<file path="src/sv/stp_pkg.sv">
// sprite tile placement package: controller/datapath types, codes, grid tables
// used by every module of the block; no dependencies
`default_nettype none
package stp_pkg;

  typedef enum logic [2:0] {
    ST_IDLE,
    ST_START,
    ST_DIV_Y,
    ST_DIV_X,
    ST_SETUP,
    ST_EMIT
  } state_t;

  // configuration register indexes
  typedef enum logic [2:0] {
    REG_OFFSET_X  = 3'd0,
    REG_OFFSET_Y  = 3'd1,
    REG_DISPLAY   = 3'd2,
    REG_WRAP      = 3'd3,
    REG_DX        = 3'd4,
    REG_DY        = 3'd5,
    REG_SHADOW    = 3'd6,
    REG_PRIORITY  = 3'd7
  } reg_index_t;

  // draw kinds
  localparam logic [1:0] KIND_UNZOOMED = 2'd0;
  localparam logic [1:0] KIND_ZOOMED   = 2'd1;
  localparam logic [1:0] KIND_SHADOW   = 2'd2;
  localparam logic [1:0] KIND_WHOLE    = 2'd3;

  localparam logic [9:0]  UNITY_ZOOM = 10'h040;
  localparam logic [22:0] RECIP_NUM  = 23'h400000;
  localparam logic [23:0] RECIP_MAX  = 24'h800000;
  localparam int          DIV_STEPS  = 23;

  // controller to datapath commands
  typedef struct packed {
    logic load;
    logic start_div;
    logic div_sel_x;
    logic latch_zy;
    logic latch_zx;
    logic setup;
    logic emit;
  } cmd_t;

  // datapath to controller status
  typedef struct packed {
    logic keep;
    logic div_done;
    logic out_free;
    logic last_tile;
  } status_t;

  function automatic logic [5:0] x_grid(input logic [2:0] i);
    logic [5:0] g;
    begin
      g = {1'b0, i[2], 1'b0, i[1], 1'b0, i[0]};
      return g;
    end
  endfunction

  function automatic logic [5:0] y_grid(input logic [2:0] i);
    logic [5:0] g;
    begin
      g = {i[2], 1'b0, i[1], 1'b0, i[0], 1'b0};
      return g;
    end
  endfunction

endpackage
`default_nettype wire

</file>
<file path="src/sv/stp_sprite_if.sv">
// sprite attribute input channel
// valid/ready with one sprite's resolved attributes as payload
`default_nettype none
interface stp_sprite_if;
  logic               valid;
  logic               ready;
  logic [15:0]        attr_word;
  logic [23:0]        tile_code;
  logic signed [15:0] pos_y;
  logic signed [15:0] pos_x;
  logic [9:0]         zoom_y_raw;
  logic [9:0]         zoom_x_raw;
  logic [15:0]        extra_attr;
  logic signed [31:0] resolved_color;
  logic [7:0]         sprite_priority;

  modport source (output valid, attr_word, tile_code, pos_y, pos_x, zoom_y_raw,
                  zoom_x_raw, extra_attr, resolved_color, sprite_priority,
                  input ready);
  modport sink (input valid, attr_word, tile_code, pos_y, pos_x, zoom_y_raw,
                zoom_x_raw, extra_attr, resolved_color, sprite_priority,
                output ready);
endinterface
`default_nettype wire

</file>
<file path="src/sv/stp_cmd_if.sv">
// tile draw command output channel
// valid/ready with one tile command as payload
`default_nettype none
interface stp_cmd_if;
  logic               valid;
  logic               ready;
  logic [23:0]        out_code;
  logic signed [15:0] screen_x;
  logic signed [15:0] screen_y;
  logic [11:0]        tile_width;
  logic [11:0]        tile_height;
  logic               flip_x;
  logic               flip_y;
  logic [15:0]        palette;
  logic [1:0]         draw_kind;
  logic               highlight;
  logic               last;

  modport source (output valid, out_code, screen_x, screen_y, tile_width,
                  tile_height, flip_x, flip_y, palette, draw_kind, highlight,
                  last, input ready);
  modport sink (input valid, out_code, screen_x, screen_y, tile_width,
                tile_height, flip_x, flip_y, palette, draw_kind, highlight,
                last, output ready);
endinterface
`default_nettype wire

</file>
<file path="src/sv/stp_cfg_if.sv">
// configuration write channel
// valid/ready with register index and write data
`default_nettype none
interface stp_cfg_if;
  logic        valid;
  logic        ready;
  logic [2:0]  index;
  logic [15:0] data;

  modport source (output valid, index, data, input ready);
  modport sink (input valid, index, data, output ready);
endinterface
`default_nettype wire

</file>
<file path="src/sv/stp_div.sv">
// iterative restoring divider for the zoom reciprocal, one quotient bit a cycle
// depends on stp_pkg
`default_nettype none
module stp_div (
  input  wire logic        clk,
  input  wire logic        rst,
  input  wire logic        start,
  input  wire logic [9:0]  z,
  output logic             done,
  output logic [23:0]      q
);

  logic        busy;
  logic [4:0]  cnt;
  logic [22:0] num;
  logic [9:0]  rem;
  logic [22:0] quo;
  logic [9:0]  zr;
  logic [10:0] trial;
  logic        take;

  assign trial = {rem, num[22]};
  assign take  = trial >= {1'b0, zr};

  // control
  always_ff @(posedge clk) begin
    if (rst) begin
      busy <= 1'b0;
      done <= 1'b0;
      cnt  <= '0;
    end else begin
      done <= busy && (cnt == 5'd1);
      if (start) begin
        busy <= 1'b1;
        cnt  <= 5'(stp_pkg::DIV_STEPS);
      end else if (busy) begin
        cnt <= cnt - 5'd1;
        if (cnt == 5'd1) busy <= 1'b0;
      end
    end
  end

  // shift and subtract
  always_ff @(posedge clk) begin
    if (start) begin
      num <= stp_pkg::RECIP_NUM + {14'd0, z[9:1]};
      rem <= '0;
      quo <= '0;
      zr  <= z;
    end else if (busy) begin
      num <= {num[21:0], 1'b0};
      rem <= take ? 10'(trial - {1'b0, zr}) : trial[9:0];
      quo <= {quo[21:0], take};
    end
  end

  // zero zoom word selects the maximum size
  assign q = (zr == 10'd0) ? stp_pkg::RECIP_MAX : {1'b0, quo};

endmodule
`default_nettype wire

</file>
<file path="src/sv/stp_ctrl.sv">
// sequencing state machine: load, two divisions, setup, tile emission
// depends on stp_pkg
`default_nettype none
module stp_ctrl (
  input  wire logic             clk,
  input  wire logic             rst,
  input  wire logic             in_valid,
  output logic                  in_ready,
  input  wire stp_pkg::status_t st,
  output stp_pkg::cmd_t         cmd
);

  stp_pkg::state_t state, state_next;

  always_ff @(posedge clk) begin
    if (rst) state <= stp_pkg::ST_IDLE;
    else     state <= state_next;
  end

  // next state
  always_comb begin
    state_next = state;
    unique case (state)
      stp_pkg::ST_IDLE:  if (in_valid) state_next = stp_pkg::ST_START;
      stp_pkg::ST_START: state_next = st.keep ? stp_pkg::ST_DIV_Y : stp_pkg::ST_IDLE;
      stp_pkg::ST_DIV_Y: if (st.div_done) state_next = stp_pkg::ST_DIV_X;
      stp_pkg::ST_DIV_X: if (st.div_done) state_next = stp_pkg::ST_SETUP;
      stp_pkg::ST_SETUP: state_next = stp_pkg::ST_EMIT;
      stp_pkg::ST_EMIT:  if (st.out_free && st.last_tile) state_next = stp_pkg::ST_IDLE;
      default:           state_next = stp_pkg::ST_IDLE;
    endcase
  end

  // outputs
  always_comb begin
    cmd      = '0;
    in_ready = 1'b0;
    unique case (state)
      stp_pkg::ST_IDLE: begin
        in_ready = 1'b1;
        cmd.load = in_valid;
      end
      stp_pkg::ST_START: cmd.start_div = st.keep;
      stp_pkg::ST_DIV_Y: begin
        cmd.latch_zy  = st.div_done;
        cmd.start_div = st.div_done;
        cmd.div_sel_x = 1'b1;
      end
      stp_pkg::ST_DIV_X: cmd.latch_zx = st.div_done;
      stp_pkg::ST_SETUP: cmd.setup = 1'b1;
      stp_pkg::ST_EMIT:  cmd.emit = st.out_free;
      default: ;
    endcase
  end

endmodule
`default_nettype wire

</file>
<file path="src/sv/stp_datapath.sv">
// datapath: config registers, sprite registers, zoom divider, placement math,
// tile walk and output register; depends on stp_pkg, stp_div and the interfaces
`default_nettype none
module stp_datapath #(
  parameter int LINE_PIXELS = 320
) (
  input  wire logic       clk,
  input  wire logic       rst,
  stp_sprite_if.sink      sprite,
  stp_cmd_if.source       cmd_out,
  stp_cfg_if.sink         cfg,
  input  wire stp_pkg::cmd_t cmd,
  output stp_pkg::status_t   st
);

  localparam logic [9:0] SW_M1 = 10'((LINE_PIXELS - 1) % 1024);

  // configuration registers
  logic [15:0] off_x, off_y;
  logic [7:0]  disp;
  logic        wrap_en;
  logic [10:0] dx, dy;
  logic [1:0]  shd_mode;
  logic [7:0]  layer_pri;

  assign cfg.ready = 1'b1;

  always_ff @(posedge clk) begin
    if (rst) begin
      off_x <= '0; off_y <= '0; disp <= '0; wrap_en <= 1'b1;
      dx <= '0; dy <= '0; shd_mode <= '0; layer_pri <= '0;
    end else if (cfg.valid) begin
      unique case (stp_pkg::reg_index_t'(cfg.index))
        stp_pkg::REG_OFFSET_X: off_x     <= cfg.data;
        stp_pkg::REG_OFFSET_Y: off_y     <= cfg.data;
        stp_pkg::REG_DISPLAY:  disp      <= cfg.data[7:0];
        stp_pkg::REG_WRAP:     wrap_en   <= cfg.data[0];
        stp_pkg::REG_DX:       dx        <= cfg.data[10:0];
        stp_pkg::REG_DY:       dy        <= cfg.data[10:0];
        stp_pkg::REG_SHADOW:   shd_mode  <= cfg.data[1:0];
        stp_pkg::REG_PRIORITY: layer_pri <= cfg.data[7:0];
        default: ;
      endcase
    end
  end

  // sprite registers
  logic [15:0] r_attr, r_extra;
  logic [23:0] r_code;
  logic [15:0] r_py, r_px;
  logic [9:0]  r_zy, r_zx;
  logic [31:0] r_color;
  logic [7:0]  r_pri;

  always_ff @(posedge clk) begin
    if (cmd.load) begin
      r_attr  <= sprite.attr_word;
      r_code  <= sprite.tile_code;
      r_py    <= sprite.pos_y;
      r_px    <= sprite.pos_x;
      r_zy    <= sprite.zoom_y_raw;
      r_zx    <= sprite.zoom_x_raw;
      r_extra <= sprite.extra_attr;
      r_color <= sprite.resolved_color;
      r_pri   <= sprite.sprite_priority;
    end
  end

  // sprite classification
  logic       is_whole, square, half, fsx, fsy, mirx, miry;
  logic [1:0] shd_code, shadow;
  logic [9:0] zx_eff;

  assign is_whole = r_color == 32'hffff_ffff;
  assign square   = r_attr[14];
  assign half     = disp[3];
  assign fsx      = disp[0];
  assign fsy      = disp[1];
  assign mirx     = r_extra[14];
  assign miry     = r_extra[15];
  assign shd_code = r_color[29] ? r_color[21:20] : r_extra[11:10];
  assign shadow   = (!is_whole && shd_mode[0]) ? shd_code : 2'd0;
  assign zx_eff   = square ? r_zy : r_zx;
  assign st.keep  = (r_pri == layer_pri) && !(is_whole && !shd_mode[0]);

  // reciprocal divider
  logic [23:0] q, zy_q, zx_q;

  stp_div u_div (
    .clk   (clk),
    .rst   (rst),
    .start (cmd.start_div),
    .z     (cmd.div_sel_x ? zx_eff : r_zy),
    .done  (st.div_done),
    .q     (q)
  );

  always_ff @(posedge clk) begin
    if (cmd.latch_zy) zy_q <= q;
    if (cmd.latch_zx) zx_q <= q;
  end

  // placement math, all modulo ten bits up to the final wrap
  logic signed [16:0] xv, xh;
  logic [9:0]  x10, y10, xm, ym, oy0;
  logic [23:0] zoom_x_c;
  logic [26:0] xspan, yspan;

  always_comb begin
    xv  = wrap_en ? {7'd0, r_px[9:0]} : {r_px[15], r_px};
    xh  = half ? 17'((xv >>> 1) + 17'sd1 + (fsx ? {7'd0, SW_M1} : 17'sd0)) : xv;
    x10 = fsx ? 10'(-xh[9:0]) : xh[9:0];
    x10 = 10'(x10 - off_x[9:0] + dx[9:0]);
    oy0 = fsy ? r_py[9:0] : 10'(-r_py[9:0]);
    y10 = 10'(oy0 - off_y[9:0] - dy[9:0]);
    xm  = 10'(x10 + 10'd16);
    ym  = 10'(y10 + 10'd16);
    zoom_x_c = half ? {1'b0, zx_q[23:1]} : zx_q;
    xspan = {3'd0, zoom_x_c} << r_attr[9:8];
    yspan = {3'd0, zy_q} << r_attr[11:10];
  end

  // per-sprite setup registers
  logic [23:0] zoom_x, zoom_y;
  logic [15:0] ox, oy;
  logic [1:0]  lw, lh;
  logic [2:0]  xa, ya;
  logic [17:0] base;
  logic        flipx, flipy, s_mirx, s_miry, nozoom, whole_s, shad_s, hl_s;
  logic [15:0] pal;

  always_ff @(posedge clk) begin
    if (cmd.setup) begin
      zoom_x  <= zoom_x_c;
      zoom_y  <= zy_q;
      ox      <= 16'({6'd0, xm} - 16'd16 - {2'd0, xspan[26:13]});
      oy      <= 16'({6'd0, ym} - 16'd16 - {2'd0, yspan[26:13]});
      lw      <= r_attr[9:8];
      lh      <= r_attr[11:10];
      xa      <= {r_code[4], r_code[2], r_code[0]};
      ya      <= {r_code[5], r_code[3], r_code[1]};
      base    <= r_code[23:6];
      flipx   <= (r_attr[12] && !mirx) ^ (fsx && !mirx);
      flipy   <= r_attr[13] ^ (fsy && !miry);
      s_mirx  <= mirx;
      s_miry  <= miry;
      nozoom  <= !half && (zx_eff == stp_pkg::UNITY_ZOOM) && (r_zy == stp_pkg::UNITY_ZOOM);
      whole_s <= is_whole;
      shad_s  <= shadow != 2'd0;
      hl_s    <= (shd_mode == 2'd3) && (shadow == 2'd2);
      pal     <= is_whole ? 16'd0 : r_color[15:0];
    end
  end

  // tile walk counters
  logic [2:0] tx, ty;
  logic       dup;
  logic [3:0] w, h;
  logic       dupmode, tile_last;

  assign w         = 4'd1 << lw;
  assign h         = 4'd1 << lh;
  assign dupmode   = s_miry && (lh == 2'd0);
  assign tile_last = ({1'b0, tx} == 4'(w - 4'd1)) && ({1'b0, ty} == 4'(h - 4'd1));
  assign st.last_tile = tile_last && (!dupmode || dup);

  always_ff @(posedge clk) begin
    if (cmd.setup) begin
      tx <= '0; ty <= '0; dup <= 1'b0;
    end else if (cmd.emit) begin
      if (dupmode && !dup) begin
        dup <= 1'b1;
      end else begin
        dup <= 1'b0;
        if ({1'b0, tx} == 4'(w - 4'd1)) begin
          tx <= '0;
          ty <= ty + 3'd1;
        end else begin
          tx <= tx + 3'd1;
        end
      end
    end
  end

  // per-tile command
  logic [2:0]  rx, nx, ry, ny;
  logic [5:0]  xg, yg;
  logic        fx, fy, c_fx, c_fy;
  logic [1:0]  kind;
  logic [27:0] px0, px1, py0, py1;
  logic [15:0] ax0, ax1, ay0, ay1;

  always_comb begin
    rx = 3'(w - 4'd1 - {1'b0, tx} + {1'b0, xa});
    nx = tx + xa;
    ry = 3'(h - 4'd1 - {1'b0, ty} + {1'b0, ya});
    ny = ty + ya;
    if (s_mirx) begin
      if (!flipx ^ ({tx, 1'b0} < w)) begin
        xg = stp_pkg::x_grid(rx); fx = 1'b1;
      end else begin
        xg = stp_pkg::x_grid(nx); fx = 1'b0;
      end
    end else begin
      xg = flipx ? stp_pkg::x_grid(rx) : stp_pkg::x_grid(nx);
      fx = flipx;
    end
    if (s_miry) begin
      if (!flipy ^ ({ty, 1'b0} >= h)) begin
        yg = stp_pkg::y_grid(ry); fy = 1'b1;
      end else begin
        yg = stp_pkg::y_grid(ny); fy = 1'b0;
      end
    end else begin
      yg = flipy ? stp_pkg::y_grid(ry) : stp_pkg::y_grid(ny);
      fy = flipy;
    end
    // first of a doubled pair carries the opposite vertical flip
    if (shad_s || whole_s) begin
      kind = whole_s ? stp_pkg::KIND_WHOLE : stp_pkg::KIND_SHADOW;
      c_fx = flipx;
      c_fy = flipy ^ (dupmode && !dup);
    end else if (nozoom) begin
      kind = stp_pkg::KIND_UNZOOMED;
      c_fx = flipx;
      c_fy = flipy ^ (dupmode && !dup);
    end else begin
      kind = stp_pkg::KIND_ZOOMED;
      c_fx = fx;
      c_fy = fy ^ (dupmode && !dup);
    end
    px0 = 28'(zoom_x) * 28'(tx) + 28'd2048;
    px1 = 28'(zoom_x) * 28'({1'b0, tx} + 4'd1) + 28'd2048;
    py0 = 28'(zoom_y) * 28'(ty) + 28'd2048;
    py1 = 28'(zoom_y) * 28'({1'b0, ty} + 4'd1) + 28'd2048;
    ax0 = px0[27:12];
    ax1 = px1[27:12];
    ay0 = py0[27:12];
    ay1 = py1[27:12];
  end

  // output register
  logic o_valid;

  assign st.out_free = !o_valid || cmd_out.ready;
  assign cmd_out.valid = o_valid;

  always_ff @(posedge clk) begin
    if (rst) o_valid <= 1'b0;
    else if (cmd.emit) o_valid <= 1'b1;
    else if (cmd_out.ready) o_valid <= 1'b0;
  end

  always_ff @(posedge clk) begin
    if (cmd.emit) begin
      cmd_out.out_code    <= {base, 6'd0} + {18'd0, xg} + {18'd0, yg};
      cmd_out.screen_x    <= ox + ax0;
      cmd_out.screen_y    <= oy + ay0;
      cmd_out.tile_width  <= 12'(ax1 - ax0);
      cmd_out.tile_height <= 12'(ay1 - ay0);
      cmd_out.flip_x      <= c_fx;
      cmd_out.flip_y      <= c_fy;
      cmd_out.palette     <= pal;
      cmd_out.draw_kind   <= kind;
      cmd_out.highlight   <= (shad_s || whole_s) && hl_s;
      cmd_out.last        <= st.last_tile;
    end
  end

endmodule
`default_nettype wire

</file>
<file path="src/sv/sprite_tile_placement_top.sv">
// sprite tile placement: takes one sprite per transfer on the sprite channel and
// sends one draw command per 16x16 tile (two for a tile of a one-row sprite with
// y mirror) on the cmd channel; cfg writes registers 0..7 (offsets, display
// control, wrap, board adjust, shadow mode, priority). after a sprite transfer
// the block passes the start state, runs two 23-step reciprocal divisions on one
// shared divider, passes the setup state, then emits one command per cycle while
// the receiver is ready, in row order, up to 64 per sprite; the last carries
// last=1. a rejected sprite (priority mismatch, or whole shadow with shadows off)
// goes from the start state back to idle.
// the next sprite is taken as soon as the final command sits in the output
// register. a stalled receiver holds the output register and emission pauses
// without loss. reset (rst, synchronous) returns to idle with an empty output
// register and the registers at their defaults (wrap on, all else zero).
// configuration must be written only while idle, unenforced; cfg is always ready.
// depends on stp_pkg, the three channel interfaces, stp_ctrl and stp_datapath
`default_nettype none
module sprite_tile_placement_top #(
  parameter int LINE_PIXELS = 320
) (
  input  wire logic  clk,
  input  wire logic  rst,
  stp_sprite_if.sink sprite,
  stp_cmd_if.source  cmd,
  stp_cfg_if.sink    cfg
);

  stp_pkg::cmd_t    ctl;
  stp_pkg::status_t st;

  stp_ctrl u_ctrl (
    .clk      (clk),
    .rst      (rst),
    .in_valid (sprite.valid),
    .in_ready (sprite.ready),
    .st       (st),
    .cmd      (ctl)
  );

  stp_datapath #(
    .LINE_PIXELS (LINE_PIXELS)
  ) u_dp (
    .clk     (clk),
    .rst     (rst),
    .sprite  (sprite),
    .cmd_out (cmd),
    .cfg     (cfg),
    .cmd     (ctl),
    .st      (st)
  );

endmodule
`default_nettype wire
</file>
<file path="src/flat_wrapper.sv">
// flat-port wrapper written by rule: the top's interface ports become plain ports
module sprite_tile_placement_top_flat 
#(
  parameter int LINE_PIXELS = 320
)
  (clk, rst, sprite_valid, sprite_attr_word, sprite_tile_code, sprite_pos_y, sprite_pos_x, sprite_zoom_y_raw, sprite_zoom_x_raw, sprite_extra_attr, sprite_resolved_color, sprite_sprite_priority, sprite_ready, cmd_valid, cmd_out_code, cmd_screen_x, cmd_screen_y, cmd_tile_width, cmd_tile_height, cmd_flip_x, cmd_flip_y, cmd_palette, cmd_draw_kind, cmd_highlight, cmd_last, cmd_ready, cfg_valid, cfg_index, cfg_data, cfg_ready);
  stp_sprite_if sprite_i ();
  stp_cmd_if cmd_i ();
  stp_cfg_if cfg_i ();
  input  wire logic clk;
  input  wire logic rst;
  input wire logic [$bits(sprite_i.valid)-1:0] sprite_valid;
  input wire logic [$bits(sprite_i.attr_word)-1:0] sprite_attr_word;
  input wire logic [$bits(sprite_i.tile_code)-1:0] sprite_tile_code;
  input wire logic [$bits(sprite_i.pos_y)-1:0] sprite_pos_y;
  input wire logic [$bits(sprite_i.pos_x)-1:0] sprite_pos_x;
  input wire logic [$bits(sprite_i.zoom_y_raw)-1:0] sprite_zoom_y_raw;
  input wire logic [$bits(sprite_i.zoom_x_raw)-1:0] sprite_zoom_x_raw;
  input wire logic [$bits(sprite_i.extra_attr)-1:0] sprite_extra_attr;
  input wire logic [$bits(sprite_i.resolved_color)-1:0] sprite_resolved_color;
  input wire logic [$bits(sprite_i.sprite_priority)-1:0] sprite_sprite_priority;
  output wire logic [$bits(sprite_i.ready)-1:0] sprite_ready;
  output wire logic [$bits(cmd_i.valid)-1:0] cmd_valid;
  output wire logic [$bits(cmd_i.out_code)-1:0] cmd_out_code;
  output wire logic [$bits(cmd_i.screen_x)-1:0] cmd_screen_x;
  output wire logic [$bits(cmd_i.screen_y)-1:0] cmd_screen_y;
  output wire logic [$bits(cmd_i.tile_width)-1:0] cmd_tile_width;
  output wire logic [$bits(cmd_i.tile_height)-1:0] cmd_tile_height;
  output wire logic [$bits(cmd_i.flip_x)-1:0] cmd_flip_x;
  output wire logic [$bits(cmd_i.flip_y)-1:0] cmd_flip_y;
  output wire logic [$bits(cmd_i.palette)-1:0] cmd_palette;
  output wire logic [$bits(cmd_i.draw_kind)-1:0] cmd_draw_kind;
  output wire logic [$bits(cmd_i.highlight)-1:0] cmd_highlight;
  output wire logic [$bits(cmd_i.last)-1:0] cmd_last;
  input wire logic [$bits(cmd_i.ready)-1:0] cmd_ready;
  input wire logic [$bits(cfg_i.valid)-1:0] cfg_valid;
  input wire logic [$bits(cfg_i.index)-1:0] cfg_index;
  input wire logic [$bits(cfg_i.data)-1:0] cfg_data;
  output wire logic [$bits(cfg_i.ready)-1:0] cfg_ready;
  assign sprite_i.valid = sprite_valid;
  assign sprite_i.attr_word = sprite_attr_word;
  assign sprite_i.tile_code = sprite_tile_code;
  assign sprite_i.pos_y = sprite_pos_y;
  assign sprite_i.pos_x = sprite_pos_x;
  assign sprite_i.zoom_y_raw = sprite_zoom_y_raw;
  assign sprite_i.zoom_x_raw = sprite_zoom_x_raw;
  assign sprite_i.extra_attr = sprite_extra_attr;
  assign sprite_i.resolved_color = sprite_resolved_color;
  assign sprite_i.sprite_priority = sprite_sprite_priority;
  assign sprite_ready = sprite_i.ready;
  assign cmd_valid = cmd_i.valid;
  assign cmd_out_code = cmd_i.out_code;
  assign cmd_screen_x = cmd_i.screen_x;
  assign cmd_screen_y = cmd_i.screen_y;
  assign cmd_tile_width = cmd_i.tile_width;
  assign cmd_tile_height = cmd_i.tile_height;
  assign cmd_flip_x = cmd_i.flip_x;
  assign cmd_flip_y = cmd_i.flip_y;
  assign cmd_palette = cmd_i.palette;
  assign cmd_draw_kind = cmd_i.draw_kind;
  assign cmd_highlight = cmd_i.highlight;
  assign cmd_last = cmd_i.last;
  assign cmd_i.ready = cmd_ready;
  assign cfg_i.valid = cfg_valid;
  assign cfg_i.index = cfg_index;
  assign cfg_i.data = cfg_data;
  assign cfg_ready = cfg_i.ready;
  sprite_tile_placement_top #(.LINE_PIXELS(LINE_PIXELS)) u_core (.clk(clk), .rst(rst), .sprite(sprite_i), .cmd(cmd_i), .cfg(cfg_i));
endmodule
</file>
<file path="config.mk">
export PLATFORM = sky130hd
export DESIGN_NAME = sprite_tile_placement_top_flat
export DESIGN_NICKNAME = d
export VERILOG_FILES = /design/src/sv/stp_pkg.sv /design/src/sv/stp_sprite_if.sv /design/src/sv/stp_cmd_if.sv /design/src/sv/stp_cfg_if.sv /design/src/sv/stp_div.sv /design/src/sv/stp_ctrl.sv /design/src/sv/stp_datapath.sv /design/src/sv/sprite_tile_placement_top.sv /design/src/flat_wrapper.sv
export SDC_FILE = /design/constraint.sdc
export NUM_CORES = 1
export LEC_CHECK = 0
export ABC_CLOCK_PERIOD_IN_PS = 8200
export BUFFER_PORTS_ARGS = -buffer_cell sky130_fd_sc_hd__buf_2
export CAP_MARGIN = 20
export CELL_PAD_IN_SITES_DETAIL_PLACEMENT = 0
export CELL_PAD_IN_SITES_GLOBAL_PLACEMENT = 1
export CORE_MARGIN = 1
export CORE_UTILIZATION = 49
export DETAILED_ROUTE_END_ITERATION = 10
export PLACE_DENSITY = 0.85
export SETUP_SLACK_MARGIN = 0.02
export SLEW_MARGIN = 20
export SYNTH_ARGS = -nofsm -noshare
export SYNTH_HDL_FRONTEND = slang
export SYNTH_SLANG_ARGS = --single-unit
export TNS_END_PERCENT = 50
</file>
<file path="constraint.sdc">
create_clock -name clk -period 8.2 [get_ports clk]
set_input_delay 0.82 -clock clk [delete_from_list [all_inputs] [get_ports clk]]
set_output_delay 0.82 -clock clk [all_outputs]
set_load 0.005 [all_outputs]
</file>
==> parameters.txt <==
Parameter                              Value

Synth
  Sequential area share after synthesis ... 0.442
  Ys async rst share ... 0
  Ys flop type ... edfxtp_1
  Synth Register Bits ... approximately 540
  Top cells by area, synth ... edfxtp_1 (38%), ha_1 (12%), fa_1 (9.2%), dfxtp_1 (6.2%), nand2_1 (4.8%)
  Synth Warn # ... 0
  EDFF count, synth ... 431
  Synthesized instance count ... 3,109
  Syn Std Cell Area ... 34,100 µm²
  Post-Syn Nets ... 3,764
  Fraction of synthesized cell area taken by the top area cell type ... 0.380
  Yosys top cell by area ... edfxtp_1
  Mean instance size in the synthesized netlist ... 11.0 µm²
  Count of different cell masters after synthesis ... 76

Die
  Initial Utilization ... 0.496
  Std cell rows ... 96
  Ports placed on the boundary ... roughly 280
  Core box area ... 68,700 µm²
  Height of the die ... 266 µm
  Floorplan die area ... 70,500 µm²
  Width of the chip ... 266 µm

Clock network
  Sink Count ... 536
  Post CTS Setup Buffer Count ... 0
  Quantity of gates resized following cts ... 0
  TritonCTS Buffers ... 57
  H-tree levels ... 2
  Hold buffer count at cts ... 0
  TritonCTS clock tree ... done
  Buffers from clock root to sink, at most ... 3
  Clock transition at the register clock pins on the worst setup and hold paths after CTS ... 0.06 ns
  Worst-Skew Late Latency ... 0.64 ns
  Root Driver ... clkbuf_16

Timing
  Total count of hold-check failures in the final report ... 0
  Min Tclk post-route ... 7.10 ns
  Max_slew headroom ... 0.311
  Final worst slack ... 1.10 ns
  Final Skew ... 0.0584 ns
  Max Freq ... 141 MHz
  Pins over their slew limit ... 0
  Slew @ Worst Pin ... 1.03 ns
  Setup violators final ... 0
  Fraction of the cycle the final worst path needs ... 0.866
  Setup repair after global routing missed its margin ... no
  Hold slack final ... 0.347 ns
  Final total negative setup slack ... 0 ns

Drt
  Routed vias ... 22,365
  Number of detailed-route iterations in the first pass ... 6
  Antenna-violating nets left ... 0
  Number of design-rule violations left by the first detailed-router iteration ... 1,348
  WL final ... ~69,000 µm
  Routed wire per std cell ... 15.9 µm
  Count of unresolved DRC violations after routing ... 0
  Routed via count divided by cell count ... 5.17

Final layout
  Post-layout utilization of the core ... 0.556
  Share of layout cells above drive strength 1 ... 0.132
  Number of fill cells ... just under 6,000
  Final #Nets ... 4,001
  Area growth syn-to-layout ... 12.2%

Worst setup path
  Launching element type of the critical path ... flip-flop
  CP Max Fanout ... 51
  Beginning of the worst register-to-register path ... u_core.u_dp.ty[0]$_SDFFE_PP0P_
  Critical path class ... reg -> reg
  Highest cell delay on the worst timing path ... 0.55 ns
  Crit Reg-Reg Endpoint ... u_core.u_dp.cmd_out.tile_height[10]$_DFFE_PP_
  Endpoint type of the worst setup path ... flip-flop
  Max stage delay cell, worst path ... fa_1
  R2r worst-path depth ... 27
  Required arrival time at the worst endpoint ... 8.59 ns
  Reg-to-reg setup timing slack ... 1.10 ns
  Worst endpoint data arrival time ... between 7 and 8 ns

Pwr
  Leakage dissipation ... 0.0164 µW
  Worst vdd rail ir drop ... 194 µV
  Power Dens Cells ... 170 nW/µm²

Status
  Outcome ... finished, final reports clean

Global route
  Initial antenna violation count ... 4
  Global-route wire length before repair ... approximately 110,000 µm
  Largest net degree at the start of global routing ... 81
  Number of global-route vias before repair ... 22,140
  Total routing usage reported by global routing ... 0.199
  GRT overflow ... 0

Min path
  Class of the worst hold path ... in -> reg
  Min-Delay Startpoint ... sprite_tile_code[20]
  Hold Path Sink ... u_core.u_dp.r_code[20]$_DFFE_PP_
  Cells on Worst Hold Path ... 1

Place
  Placed wire-length estimate ... 51,100 µm
  Routability congestion estimate from global placement ... 0.837
  Number of port buffers ... ~240
  Post-Place Setup Slack ... 1.06 ns

Flow run
  Max-cap check violation count ... 0
[area by class of cell]
cell class | count | area, µm² | share of cell area
Clock buffer | 71 | 1530 | 0.0401
Clock inverter | 35 | 384 | 0.0101
Timing Repair Buffer | 261 | 1370 | 0.0358
Inverter | 342 | 1280 | 0.0336
Multi-Input combinational cell | 2148 | 17400 | 0.456
Tap cell | 931 | 1160 | 0.0305
Sequential cell | 536 | 15000 | 0.394
Antenna cell | 3 | 7.51 | 0.000196
[flip-flops by register name, indices dropped and copies added, names as in the netlist, 23 cells and up]
signal	count
u_core.u_dp.u_div.num	23
u_core.u_dp.cmd_out.out_code	24
u_core.u_dp.zoom_x	24
u_core.u_dp.zx_q	24
u_core.u_dp.zy_q	24
u_core.u_dp.zoom_y	24
u_core.u_dp.u_div.quo	23
u_core.u_dp.r_color	32
u_core.u_dp.r_code	24
[worst max-delay path, delay by kind of cell, from the launching register on]
| family | cells | cell delay [ns] |
|---|---|---|
| xor gates and xnor gates | 2 | 0.22 |
| buffers and inverters | 4 | 0.86 |
| adders and majority gates | 5 | 1.82 |
| AOI/OAI and AO/OA | 12 | 2.86 |
| and+or+nand+nor | 4 | 0.76 |
| DFF | 1 | 0.33 |
[per-stage QoR]
step / std cells / cell area [µm²] / total power [µW]
floorplan: 3109 / 34100 / 3730
global placement: 4218 / 36300 / 3960
detailed placement: 4218 / 36300 / 3960
CTS: 4324 / 38200 / 6570
global route: 4327 / 38200 / 6770
finish: 4327 / 38200 / 6490
[placed cells by master (no fill, tap or decap), types with 9 or more instances in the layout]
cell type | Yosys | layout
nand2_1 | 434 | 434
edfxtp_1 | 431 | 431
inv_1 | 341 | 341
ha_1 | 326 | 326
buf_2 | 1 | 237
nor2_1 | 166 | 165
fa_1 | 157 | 157
xnor2_1 | 156 | 156
a21oi_1 | 154 | 154
dfxtp_1 | 105 | 103
and2_1 | 79 | 77
mux2i_1 | 73 | 73
nor2b_1 | 73 | 72
o21ai_0 | 65 | 64
clkbuf_16 | 0 | 59
mux2_2 | 50 | 50
xor2_1 | 47 | 47
nor3_1 | 39 | 37
nand2b_1 | 34 | 34
a21o_1 | 34 | 34
nand3_1 | 28 | 28
buf_4 | 1 | 24
nand4_1 | 22 | 22
o21bai_1 | 18 | 18
and3_1 | 16 | 16
a211oi_1 | 13 | 13
a31oi_1 | 11 | 11
a21boi_0 | 11 | 11
clkbuf_1 | 64 | 11
o21a_1 | 10 | 10
nor4_1 | 9 | 9
or2_2 | 9 | 9
[synthesized netlist by cell type (10+ instances only)]
master      n
o21bai_1   18
mux2i_1    73
ha_1      326
and3_1     16
a21boi_0   11
nor2b_1    73
a21o_1     34
clkbuf_1   64
buf_1      17
a21oi_1   154
nor3_1     39
xor2_1     47
a211oi_1   13
a31oi_1    11
dfxtp_1   105
nand2b_1   34
edfxtp_1  431
and2_1     79
nor2_1    166
nand2_1   434
nand3_1    28
nand4_1    22
fa_1      157
inv_1     341
mux2_2     50
xnor2_1   156
o21ai_0    65
o21a_1     10
[worst max-delay path by stage]
stage | to | startpoint | cells past startpoint
floorplan | u_core.u_dp.ty[2]$_SDFFE_PP0P_ | cmd_ready | 6
global placement | u_core.u_dp.cmd_out.tile_height[11]$_DFFE_PP_ | u_core.u_dp.ty[0]$_SDFFE_PP0P_ | 25
detailed placement | u_core.u_dp.cmd_out.tile_height[10]$_DFFE_PP_ | u_core.u_dp.ty[0]$_SDFFE_PP0P_ | 27
CTS | u_core.u_dp.cmd_out.tile_height[10]$_DFFE_PP_ | u_core.u_dp.ty[0]$_SDFFE_PP0P_ | 27
global route | u_core.u_dp.ox[14]$_DFFE_PP_ | u_core.u_dp.disp[0]$_SDFFE_PP0P_ | 28
finish | u_core.u_dp.cmd_out.tile_height[10]$_DFFE_PP_ | u_core.u_dp.ty[0]$_SDFFE_PP0P_ | 27
[cells by family (layout without fill, tap and decap cells)]
kind of cell / after synthesis / after routing / synth area share
simple gates: 946 / 946 / 0.129
flops: 536 / 536 / 0.442
fa+ha+maj: 483 / 483 / 0.212
buf+inv: 425 / 709 / 0.0470
compound gates: 383 / 383 / 0.0739
xor+xnor: 204 / 204 / 0.0529
mux: 131 / 131 / 0.0433
other cells: 1 / 4 / 0.000110
[per-layer routing]
| layer | wire (µm) | up-vias | track usage | part of all wire |
|---|---|---|---|---|
| li1 | - | 11129 | - | - |
| met5 | 10 | - | 0 | 0.00015 |
| met2 | 32400 | 466 | 0.332 | 0.47 |
| met3 | 3190 | 94 | 0.0259 | 0.046 |
| met4 | 1490 | 2 | 0.0503 | 0.022 |
| met1 | 31700 | 10674 | 0.274 | 0.46 |
[power breakdown]
group          switching, µW  internal, µW  total, µW
combinational            487           379        866
sequential              37.5          3010       3040
clock                   1130          1450       2580
Power figures use the tool's default switching activity.
